**src/hdl/rtb_pkg.sv**
```systemverilog
// Package for the rectangle transform bounds block: formats, widths and shared types.
// Depends on nothing; every other file of the block imports it.
`timescale 1ns / 1ps
`default_nettype none
package rtb_pkg;
    localparam int COORD_FRAC_BITS = 16;
    localparam int PERSP_FRAC_BITS = 28;
    localparam int NW = 66 - COORD_FRAC_BITS;
    localparam int WW = 66 - PERSP_FRAC_BITS;
    localparam int CW = WW + 32 - COORD_FRAC_BITS;
    localparam int DIV_STEPS = 4;
    localparam int DIV_STG = 32 / DIV_STEPS;
    localparam int NSTG = DIV_STG + 5;
    localparam int AW = 6;

    localparam logic [2:0] REG_SCALE = 3'd0;
    localparam logic [2:0] REG_SKEW = 3'd1;
    localparam logic [2:0] REG_TRANSLATE = 3'd2;
    localparam logic [2:0] REG_PERSP = 3'd3;
    localparam logic [2:0] REG_BIAS = 3'd4;

    typedef struct packed {
        logic signed [31:0] sx;
        logic signed [31:0] sy;
        logic signed [31:0] kx;
        logic signed [31:0] ky;
        logic signed [31:0] tx;
        logic signed [31:0] ty;
        logic signed [31:0] p0;
        logic signed [31:0] p1;
        logic signed [31:0] pb;
    } t_mat;

    typedef struct packed {
        logic [WW-1:0] rem;
        logic [31:0]   lo;
        logic [31:0]   q;
        logic [WW-1:0] ud;
        logic          neg;
        logic          ovf;
        logic          zero;
    } t_div;
endpackage
`default_nettype wire

```
**src/hdl/rtb_cfg.sv**
```systemverilog
// Configuration register file with APB-style access and the axis-aligned flag.
// Depends on rtb_pkg.
`timescale 1ns / 1ps
`default_nettype none
module rtb_cfg (
    input  wire logic                  i_clk,
    input  wire logic                  i_rst_n,
    input  wire logic                  psel,
    input  wire logic                  penable,
    input  wire logic                  pwrite,
    input  wire logic [rtb_pkg::AW-1:0] paddr,
    input  wire logic [63:0]           pwdata,
    output logic      [63:0]           prdata,
    output logic                       pready,
    output rtb_pkg::t_mat              o_mat,
    output logic                       o_aligned
);
    import rtb_pkg::*;

    logic [63:0] r_scale, r_skew, r_trans, r_persp;
    logic [31:0] r_bias;
    logic        r_aligned, n_aligned;
    logic [2:0]  w_idx;
    logic        w_wr;

    assign pready = 1'b1;
    assign w_idx  = paddr[AW-1:3];
    assign w_wr   = psel & penable & pwrite;

    always_ff @(posedge i_clk) begin
        if (!i_rst_n) begin
            r_scale   <= {32'(1 << COORD_FRAC_BITS), 32'(1 << COORD_FRAC_BITS)};
            r_skew    <= '0;
            r_trans   <= '0;
            r_persp   <= '0;
            r_bias    <= 32'(1 << COORD_FRAC_BITS);
            r_aligned <= 1'b1;
        end else begin
            r_aligned <= n_aligned;
            if (w_wr) begin
                case (w_idx)
                    REG_SCALE:     r_scale <= pwdata;
                    REG_SKEW:      r_skew  <= pwdata;
                    REG_TRANSLATE: r_trans <= pwdata;
                    REG_PERSP:     r_persp <= pwdata;
                    REG_BIAS:      r_bias  <= pwdata[31:0];
                    default: ;
                endcase
            end
        end
    end

    always_comb begin
        case (w_idx)
            REG_SCALE:     prdata = r_scale;
            REG_SKEW:      prdata = r_skew;
            REG_TRANSLATE: prdata = r_trans;
            REG_PERSP:     prdata = r_persp;
            REG_BIAS:      prdata = {32'd0, r_bias};
            default:       prdata = '0;
        endcase
    end

    always_comb begin
        o_mat.sx = r_scale[63:32];
        o_mat.sy = r_scale[31:0];
        o_mat.kx = r_skew[63:32];
        o_mat.ky = r_skew[31:0];
        o_mat.tx = r_trans[63:32];
        o_mat.ty = r_trans[31:0];
        o_mat.p0 = r_persp[63:32];
        o_mat.p1 = r_persp[31:0];
        o_mat.pb = r_bias;
    end

    always_comb begin
        if (r_persp != 64'd0 || r_bias != 32'(1 << COORD_FRAC_BITS)) begin
            n_aligned = 1'b0;
        end else if (r_skew != 64'd0) begin
            n_aligned = (r_scale == 64'd0) && (r_skew[63:32] != 32'd0)
                && (r_skew[31:0] != 32'd0);
        end else begin
            n_aligned = (r_scale[63:32] != 32'd0) && (r_scale[31:0] != 32'd0);
        end
    end

    assign o_aligned = r_aligned;
endmodule
`default_nettype wire

```
**config.mk**
```make
export PLATFORM = sky130hd
export DESIGN_NAME = rtb_cfg
export DESIGN_NICKNAME = d
export VERILOG_FILES = /design/src/hdl/rtb_pkg.sv /design/src/hdl/rtb_cfg.sv
export SDC_FILE = /design/constraint.sdc
export NUM_CORES = 1
export LEC_CHECK = 0
export BUFFER_PORTS_ARGS = -buffer_cell sky130_fd_sc_hd__buf_2
export CORE_UTILIZATION = 45
export CTS_CLUSTER_DIAMETER = 200
export DETAILED_ROUTE_END_ITERATION = 8
export PLACE_DENSITY = 0.72
export SLEW_MARGIN = 15
export SYNTH_ARGS = -nofsm -noshare
export SYNTH_HDL_FRONTEND = slang
export SYNTH_SLANG_ARGS = --single-unit
```
**constraint.sdc**
```tcl
create_clock -name i_clk -period 2 [get_ports i_clk]
set_input_delay 0 -clock i_clk [delete_from_list [all_inputs] [get_ports i_clk]]
set_output_delay 0 -clock i_clk [all_outputs]
set_load 0.05 [all_outputs]
```
==> impl_metrics.csv, run 1 <==
group,metric,value,unit
global_routing,grt_max_degree,90,
finish,final_area,0.0181,mm^2
status,status,"completed",
global_routing,grt_pass1_vias,13400,
power,p_sw,3190,uW
power,power_frac_comb,0.088,
clock_tree,clkTransAtPathRegs,0.06,ns
power,clkPwrFrac,0.477,
timing,tns,0,ns
clock_tree,cts_root_buf,"clkbuf_16",
placed_design,portBuffers,424,
logic_synthesis,synth_area,0.0133,mm^2
logic_synthesis,yosysWarnings,0,
logic_synthesis,synth_seq_area_share,0.436,
timing,rsz0062_at_grt,"false",
placed_design,placed_cell_area,0.0162,mm^2
detailed_routing,wl_per_cell,21.2,um
global_routing,antenna_found_initial,1,
timing,whs,0.287,ns
logic_synthesis,synth-edff-count,0,
floorplan,chipHeight,174,um
worst_setup_path,critPathKind,"reg2reg",
finish,diodes,0,
timing,hold_viol_final,0,
logic_synthesis,yosys.area.top_type,"dfxtp_1",
global_routing,gr-total-overflow,0,
detailed_routing,num_vias,14100,
worst_setup_path,startpoint_type,"flop",
finish,post-route-util,0.627,
worst_setup_path,cp-end-kind,"flop",
finish,n_fill_cell,2514,
flow_run,maxCapViolCount,0,
power,leakagePower,0.00754,uW
global_routing,grtUsageTotal,0.334,
clock_tree,insertion_delay,0.50,ns
logic_synthesis,ys_ff_latch,289,
detailed_routing,antenna_left,0,
logic_synthesis,ys_top_cells_by_count,"nand2_1 (578), dfxtp_1 (289), a21boi_0 (244), clkbuf_1 (66), a22oi_1 (64)",
clock_tree,cts_tree,"yes",
worst_setup_path,critPathMaxFanout,2,
floorplan,rows,62,
placed_design,place.gp.congestion,0.898,
detailed_routing,wirelength,52100,um
clock_tree,numCtsBuffers,34,
floorplan,io_pins,429,
logic_synthesis,synth_async_sr_flop_share,0,
finish,drive_above_1_share,0.309,
logic_synthesis,synth_fp_nets,1645,
finish,fin_nets,2127,
floorplan,initial_core_util,0.460,
timing,relSlewSlack,0.466,
power,peakVddDrop,0.569,mV
worst_setup_path,worstRegToRegCells,4,
power,power.total,13500,uW
logic_synthesis,netlist_instances,1570,
timing,period_minus_slack,1.98,ns
logic_synthesis,synth.most_common_cell,"nand2_1",
logic_synthesis,synth_flop_cell,"dfxtp_1",
detailed_routing,first_iter_violations,1154,
timing,setup_viol,0,
logic_synthesis,synth_top_area_frac,0.436,
min_path,hold_path.class,"in2reg",
detailed_routing,drt-vias-per-instance,5.72,
clock_tree,clock-sinks,289,
detailed_routing,drtPass1Iterations,5,
min_path,min_delay_path_depth,6,
power,p_sw_frac,0.237,
timing,drv_slew,0,
global_routing,grt_pass1_wl,79100,um
finish,syn2layout_area_growth,36.2,%
floorplan,die_w,174,um
power,p_int,10300,uW
worst_setup_path,required,2.41,ns
detailed_routing,drc,0,
clock_tree,clockBufferDepth,3,
floorplan,core,0.0289,mm^2
logic_synthesis,synth_cell_types,33,
timing,worst-slew-pin-transition,0.801,ns
timing,period_share,0.989,
clock_tree,htreeDepth,2,
timing,skew,0.0117,ns
power,power_density,744,mW/mm^2
power,sequentialPowerShare,0.435,
logic_synthesis,synth.avg_cell_area,8.46,um^2
placed_design,hpwl,34800,um
logic_synthesis,synthTopCellsByArea,"dfxtp_1 (44%), nand2_1 (16%), a21boi_0 (14%)",
worst_setup_path,cp.arrival,2.39,ns
floorplan,die_area,0.0302,mm^2
timing,clock.fmax,0.505,GHz
final cells by class:
cell class / instances / area, um^2 / share of cell area
multi-input cells: 1150 / 6980 / 0.386
flip-flops and latches: 289 / 5790 / 0.320
repair buffers: 577 / 3690 / 0.204
clock buffers: 51 / 1060 / 0.0585
well taps: 384 / 480 / 0.0266
clock inverters: 6 / 105 / 0.00581
placed cells by master (no fill, tap or decap), drive strengths merged:
| master | netlist | layout |
|---|---|---|
| o41ai | 1 | 1 |
| a2bb2oi | 1 | 1 |
| and4 | 4 | 4 |
| or2 | 1 | 1 |
| nor2 | 2 | 2 |
| mux2 | 32 | 32 |
| a22oi | 64 | 64 |
| a21boi | 285 | 285 |
| and3 | 3 | 3 |
| nand3 | 5 | 5 |
| nor4 | 55 | 55 |
| a211oi | 2 | 2 |
| nand4 | 10 | 10 |
| nor2b | 34 | 34 |
| or4 | 1 | 1 |
| bufinv | 0 | 3 |
| clkinv | 0 | 3 |
| and4b | 1 | 1 |
| o22ai | 32 | 32 |
| buf | 65 | 510 |
| clkbuf | 66 | 51 |
| dfxtp | 289 | 289 |
| mux4 | 32 | 32 |
| o211ai | 2 | 2 |
| and3b | 1 | 1 |
| nand3b | 1 | 1 |
| conb | 1 | 1 |
| nand2 | 578 | 578 |
| nor4b | 1 | 1 |
| and2 | 1 | 1 |
| dlygate4sd3 | 0 | 67 |
state kept, by name, indices dropped and copies added, names as in the netlist:
signal	count
r_persp	64
r_skew	64
o_aligned	1
r_trans	64
r_bias	32
r_scale	64
worst paths after layout:
path	startpoint	end	slack (ns)
worst max-delay path	r_persp[20]$_SDFFE_PN0P_	o_aligned$_SDFF_PN1_	0.02
worst min-delay path	penable	r_bias[28]$_SDFFE_PN0P_	0.29
worst max register to register	r_persp[20]$_SDFFE_PN0P_	o_aligned$_SDFF_PN1_	0.02
worst min register to register	r_trans[7]$_SDFFE_PN0P_	r_trans[7]$_SDFFE_PN0P_	0.47
kinds of logic after synthesis:
group / synth area share
and+or+nand+nor: 0.223
AOI/OAI and AO/OA: 0.217
DFF: 0.436
buffers and inverters: 0.0432
muxes: 0.0814
other: 0.000282
worst max-delay path, cell delays in order, from the launching register on:
cell and delay [ns]:
dfxtp_1 0.31, nor4_1 0.44, nand4_1 0.22, or4_4 0.58
o41ai_2 0.33
timing repair:
item,CTS,global route
endpoints found under the hold margin,289,0
cloned,0,0
resized for setup,1,2
buffers inserted,0,0
pin swaps,0,2
hold buffers,67,0
endpoints found under the setup margin,1,1
through the flow:
step,cells,setup WS [ns]
global route,2457,0.00675
global placement,2333,-0.0702
CTS,2457,0.0187
finish,2457,0.0214
detailed placement,2333,-0.0576
floorplan,1570,0.0609
metal layers:
layer / vias up / share of wire / global-route usage
met5: - / 0 / 0
met4: 0 / 0.032 / 0.130
met3: 115 / 0.084 / 0.0522
met2: 848 / 0.47 / 0.545
met1: 6716 / 0.41 / 0.445
li1: 6381 / - / -
power groups by stage:
stage | registers, uW | clock network, uW | logic (uW)
6_report | 5860 | 6430 | 1180
5_1_grt | 5860 | 6740 | 1230
3_3_place_gp | 5980 | 0 | 1060
2_1_floorplan | 6130 | 0 | 464
3_5_place_dp | 5980 | 0 | 1060
4_1_cts | 5850 | 6490 | 1170
(Power assumes the default switching activity.)
==> run 2: changes to the inputs <==
Settings changed: BUFFER_PORTS_ARGS -buffer_cell sky130_fd_sc_hd__buf_2 to -buffer_cell sky130_fd_sc_hd__buf_4.
==> impl_metrics.csv, run 2 (synthesized netlist as in run 1, its figures left out) <==
group,metric,value,unit
timing,worst-slew-pin-transition,0.735,ns
clock_tree,numCtsBuffers,34,
timing,drv_slew,0,
placed_design,portBuffers,424,
clock_tree,cts_tree,"yes",
floorplan,initial_core_util,0.460,
floorplan,core,0.0289,mm^2
timing,skew,0.00634,ns
detailed_routing,wirelength,53100,um
finish,layout_common_cells,"nand2_1 (577), buf_4 (506), dfxtp_1 (289)",
global_routing,grtUsageTotal,0.339,
worst_setup_path,startpoint_type,"flop",
worst_setup_path,critPathKind,"reg2out",
timing,period_share,0.942,
global_routing,grt_pass1_vias,13400,
power,power_density,713,mW/mm^2
timing,relSlewSlack,0.510,
floorplan,io_pins,429,
global_routing,gr-total-overflow,0,
worst_setup_path,cp.arrival,1.88,ns
finish,drive_above_1_share,0.316,
placed_design,place.gp.congestion,0.902,
timing,setup_viol,0,
finish,mostFrequentLayoutCell,"nand2_1",
flow_run,maxCapViolCount,0,
detailed_routing,wl_per_cell,21.5,um
status,status,"completed",
clock_tree,insertion_delay,0.50,ns
clock_tree,clockBufferDepth,3,
global_routing,grt_pass1_wl,80200,um
finish,diodes,0,
detailed_routing,drtPass1Iterations,6,
clock_tree,htreeDepth,2,
finish,final_area,0.0193,mm^2
clock_tree,cts_setup_buffers,0,
finish,fin_nets,2140,
clock_tree,clock-sinks,289,
floorplan,chipHeight,174,um
detailed_routing,drt-vias-per-instance,5.74,
detailed_routing,first_iter_violations,1334,
floorplan,rows,62,
timing,rsz0062_at_grt,"false",
detailed_routing,antenna_left,0,
placed_design,placed_cell_area,0.0174,mm^2
floorplan,die_w,174,um
worst_setup_path,critPathMaxFanout,3,
worst_setup_path,cp-end-kind,"output port",
placed_design,hpwl,36300,um
timing,hold_viol_final,0,
floorplan,die_area,0.0302,mm^2
worst_setup_path,required,2.00,ns
timing,clock.fmax,0.531,GHz
power,peakVddDrop,0.606,mV
detailed_routing,drc,0,
timing,tns,0,ns
finish,n_fill_cell,2337,
min_path,hold_path.class,"in2reg",
power,leakagePower,0.00765,uW
global_routing,antenna_found_initial,0,
timing,period_minus_slack,1.88,ns
detailed_routing,num_vias,14200,
global_routing,grt_max_degree,83,
clock_tree,clkTransAtPathRegs,0.06,ns
finish,syn2layout_area_growth,45.1,%
clock_tree,cts_root_buf,"clkbuf_16",
-- run 2: layout make-up --
class | count | area [um^2] | area share
Multi-Input combinational cell | 1150 | 7000 | 0.363
Sequential cell | 289 | 5790 | 0.300
Timing Repair Buffer | 590 | 4810 | 0.250
Clock buffer | 51 | 1030 | 0.0534
Tap cell | 384 | 480 | 0.0249
Clock inverter | 8 | 169 | 0.00876
-- run 2: metal layers --
layer,track usage,share of wire,wire length (um)
met5,0,0,0
met2,0.563,0.48,25400
met4,0.122,0.031,1630
met1,0.449,0.41,21900
met3,0.0485,0.078,4160
-- run 2: worst paths after layout --
check / start / endpoint / slack [ns] / cells past startpoint
min reg2reg: r_trans[25]$_SDFFE_PN0P_ / r_trans[25]$_SDFFE_PN0P_ / 0.47 / 2
max reg2reg: r_scale[24]$_SDFFE_PN0P_ / o_aligned$_SDFF_PN1_ / 0.12 / 5
max: r_persp[25]$_SDFFE_PN0P_ / prdata[25] / 0.12 / 5
min: paddr[3] / r_trans[40]$_SDFFE_PN0P_ / 0.15 / 5
-- run 2: timing repair --
item	CTS	global route
hold buffers	66	0
hold endpoints to repair	288	0
endpoints found under the setup margin	0	1
gates resized for setup	0	7
-- run 2: where the power goes --
part	leakage [uW]	switching, uW	total [uW]	internal, uW
clock network	0.000585	2440	6630	4200
registers	0.00233	50.0	5850	5800
logic	0.00473	754	1260	504
total	0.00765	3240	13700	10500
-- run 2: metrics by stage --
stage                     utilization  cells  total power (uW)  worst slack [ns]  hold WS, ns
after detailed placement        0.602   2347              7110            0.0358        0.260
after floorplan                     -   1570              6590            0.0609        0.124
after global placement          0.602   2347              7110            0.0459        0.256
final                           0.668   2472             13700             0.116        0.153
after CTS                       0.666   2472             13800            0.0320        0.133
after global routing            0.668   2472             14100         0.0000702        0.169
-- run 2: critical path, cell delays in order, from the launching register on --
cell and delay (ns):
dfxtp_1 0.35, buf_4 0.16, mux2_2 0.26, a22oi_1 0.24, o22ai_1 0.14, buf_4 0.23
==> run 3: changes to the inputs <==
Settings changed: CTS_BUF_LIST set to sky130_fd_sc_hd__clkbuf_2.
==> impl_metrics.csv, run 3 (synthesized netlist as in run 1, its figures left out) <==
group,metric,value,unit
timing,drv_slew,0,
status,failed_checks,"negative setup slack",
placed_design,place.gp.congestion,0.902,
worst_setup_path,worstRegToRegCells,6,
timing,relSlewSlack,0.336,
worst_setup_path,critPathKind,"reg2out",
timing,worst-slew-pin-transition,0.996,ns
worst_setup_path,crit_slowest_cell,"mux4_2",
timing,clock.fmax,0.477,GHz
clock_tree,cts_tree,"yes",
worst_setup_path,crit_cells,4,
power,p_int,7850,uW
worst_setup_path,crit_start,"r_persp[34]$_SDFFE_PN0P_",
floorplan,die_w,174,um
power,clkPwrFrac,0.352,
timing,hold_viol_final,0,
global_routing,antenna_found_initial,1,
worst_setup_path,reg2reg_slack,-0.08,ns
finish,post-route-util,0.718,
detailed_routing,first_iter_violations,1188,
placed_design,portBuffers,424,
detailed_routing,drc,0,
floorplan,core,0.0289,mm^2
floorplan,initial_core_util,0.460,
power,sequentialPowerShare,0.520,
timing,period_minus_slack,2.10,ns
clock_tree,clkTransAtPathRegs,0.11,ns
finish,fin_nets,2340,
timing,setup_slack,-0.0960,ns
floorplan,io_pins,429,
power,power_density,539,mW/mm^2
worst_setup_path,cpMostUsedCell,"buf_6",
flow_run,maxCapViolCount,0,
finish,drive_above_1_share,0.401,
status,status,"finished, violations left",
detailed_routing,wirelength,57800,um
worst_setup_path,required,2.00,ns
clock_tree,clock-sinks,289,
clock_tree,clockBufferDepth,3,
worst_setup_path,crit_buf_inv,2,
finish,syn2layout_area_growth,56.1,%
floorplan,rows,62,
detailed_routing,drt-vias-per-instance,5.76,
clock_tree,numCtsBuffers,75,
power,leakagePower,0.00845,uW
global_routing,gr-total-overflow,0,
power,p_sw,3330,uW
timing,period_share,1.05,
worst_setup_path,cp-end-kind,"output port",
placed_design,pre_cts_ws,0.0358,ns
timing,setup_viol,32,
worst_setup_path,r2r-start,"r_persp[39]$_SDFFE_PN0P_",
clock_tree,cts_root_buf,"clkbuf_2",
detailed_routing,wl_per_cell,21.5,um
power,power_frac_comb,0.128,
worst_setup_path,cpPeakStageDelay,0.45,ns
global_routing,grt_pass1_wl,87400,um
worst_setup_path,cp.arrival,2.10,ns
timing,rsz0062_at_grt,"true",
floorplan,die_area,0.0302,mm^2
worst_setup_path,path_delay_family,"multiplexers",
detailed_routing,num_vias,15500,
detailed_routing,antenna_left,0,
placed_design,hpwl,36300,um
clock_tree,htreeDepth,3,
min_path,hold_path.class,"in2reg",
power,p_sw_frac,0.298,
finish,mostFrequentLayoutCell,"nand2_1",
timing,skew,0.105,ns
clock_tree,insertion_delay,0.87,ns
power,peakVddDrop,0.355,mV
worst_setup_path,endpoint,"prdata[34]",
power,power.total,11200,uW
floorplan,chipHeight,174,um
worst_setup_path,critPathMaxFanout,2,
global_routing,grtUsageTotal,0.371,
detailed_routing,drtPass1Iterations,5,
finish,layout_common_cells,"nand2_1 (577), buf_4 (531), a21boi_0 (244)",
global_routing,grt_max_degree,83,
worst_setup_path,crit_path_cell_trace,"buf_6 -> mux4_2 -> nor2b_4 -> buf_6",
worst_setup_path,r2r-end,"o_aligned$_SDFF_PN1_",
global_routing,grt_pass1_vias,15300,
worst_setup_path,startpoint_type,"flop",
==> run 3: cell count changes in the layout (fill, tap and decap cells not counted), moves of 15 or more <==
| cell | change |
|---|---|
| buf_4 | +25 |
| dfxtp_2 | +85 |
| clkbuf_2 | +100 |
| clkbuf_16 | -37 |
| buf_6 | +42 |
| nor2b_1 | -15 |
| dfxtp_4 | +26 |
| dfxtp_1 | -111 |
| dlygate4sd3_1 | +85 |
| a22oi_1 | -19 |
| a22oi_2 | +19 |
| clkinv_1 | +17 |
==> run 3: worst min-delay path by stage <==
stage	slack (ns)	cells after the start	from	endpoint
6_report	0.04	4	pwdata[0]	r_bias[0]$_SDFFE_PN0P_
5_1_grt	0.006	4	pwdata[48]	r_persp[48]$_SDFFE_PN0P_
4_1_cts	0.0004	4	pwdata[49]	r_persp[49]$_SDFFE_PN0P_
3_5_place_dp	0.26	3	pwdata[48]	r_scale[48]$_SDFFE_PN1P_
3_3_place_gp	0.26	3	pwdata[48]	r_scale[48]$_SDFFE_PN1P_
2_1_floorplan	0.12	2	pwdata[16]	r_scale[16]$_SDFFE_PN1P_
==> run 3: area by class of cell <==
cell class              count  area (um^2)
fillers                  2129         8130
multi-input cells        1150         7220
repair buffers            749         6430
flip-flops and latches    289         5990
clock buffers             100          500
well taps                 384          480
clock inverters            21          110
diodes                      1         2.50
==> run 3: per-layer routing <==
| metal | routed length (um) | up-vias | global-route usage | share of wire |
|---|---|---|---|---|
| li1 | - | 6857 | - | - |
| met1 | 22300 | 7387 | 0.458 | 0.39 |
| met2 | 27100 | 1046 | 0.609 | 0.47 |
| met3 | 5470 | 230 | 0.0735 | 0.095 |
| met4 | 2880 | 0 | 0.201 | 0.050 |
| met5 | 0 | - | 0 | 0 |
==> run 3: timing repair <==
action | 4_1_cts | 5_1_grt
buffers inserted | 81 | 7
endpoints found under the hold margin | 289 | 0
hold buffers | 153 | 0
setup endpoints to repair | 58 | 88
pin swaps | 13 | 8
gates resized for setup | 219 | 31
==> run 3: worst register-to-register path, delay by kind of cell (launching register included) <==
kind	cells	cell delay, ns
AND/OR/NAND/NOR	3	0.91
flip-flops	1	0.34
buffers and inverters	2	0.33
AO/OA/AOI/OAI	1	0.33
==> run 3: power groups by stage <==
stage	logic, uW	registers [uW]	clock network [uW]
after floorplan	464	6130	0
after global placement	1130	5980	0
after detailed placement	1130	5980	0
after CTS	1380	5810	3960
after global routing	1480	5820	4270
final	1430	5810	3940
==> run 3: per-stage QoR <==
step | hold WS [ns] | cells | area [um^2] | setup TNS (ns)
6_report | 0.0372 | 2694 | 20700 | -1.45
5_1_grt | 0.00646 | 2694 | 20700 | -4.90
4_1_cts | 0.000440 | 2686 | 20600 | -3.30
3_5_place_dp | 0.260 | 2347 | 17400 | 0
3_3_place_gp | 0.256 | 2347 | 17400 | 0
2_1_floorplan | 0.124 | 1570 | 13300 | 0
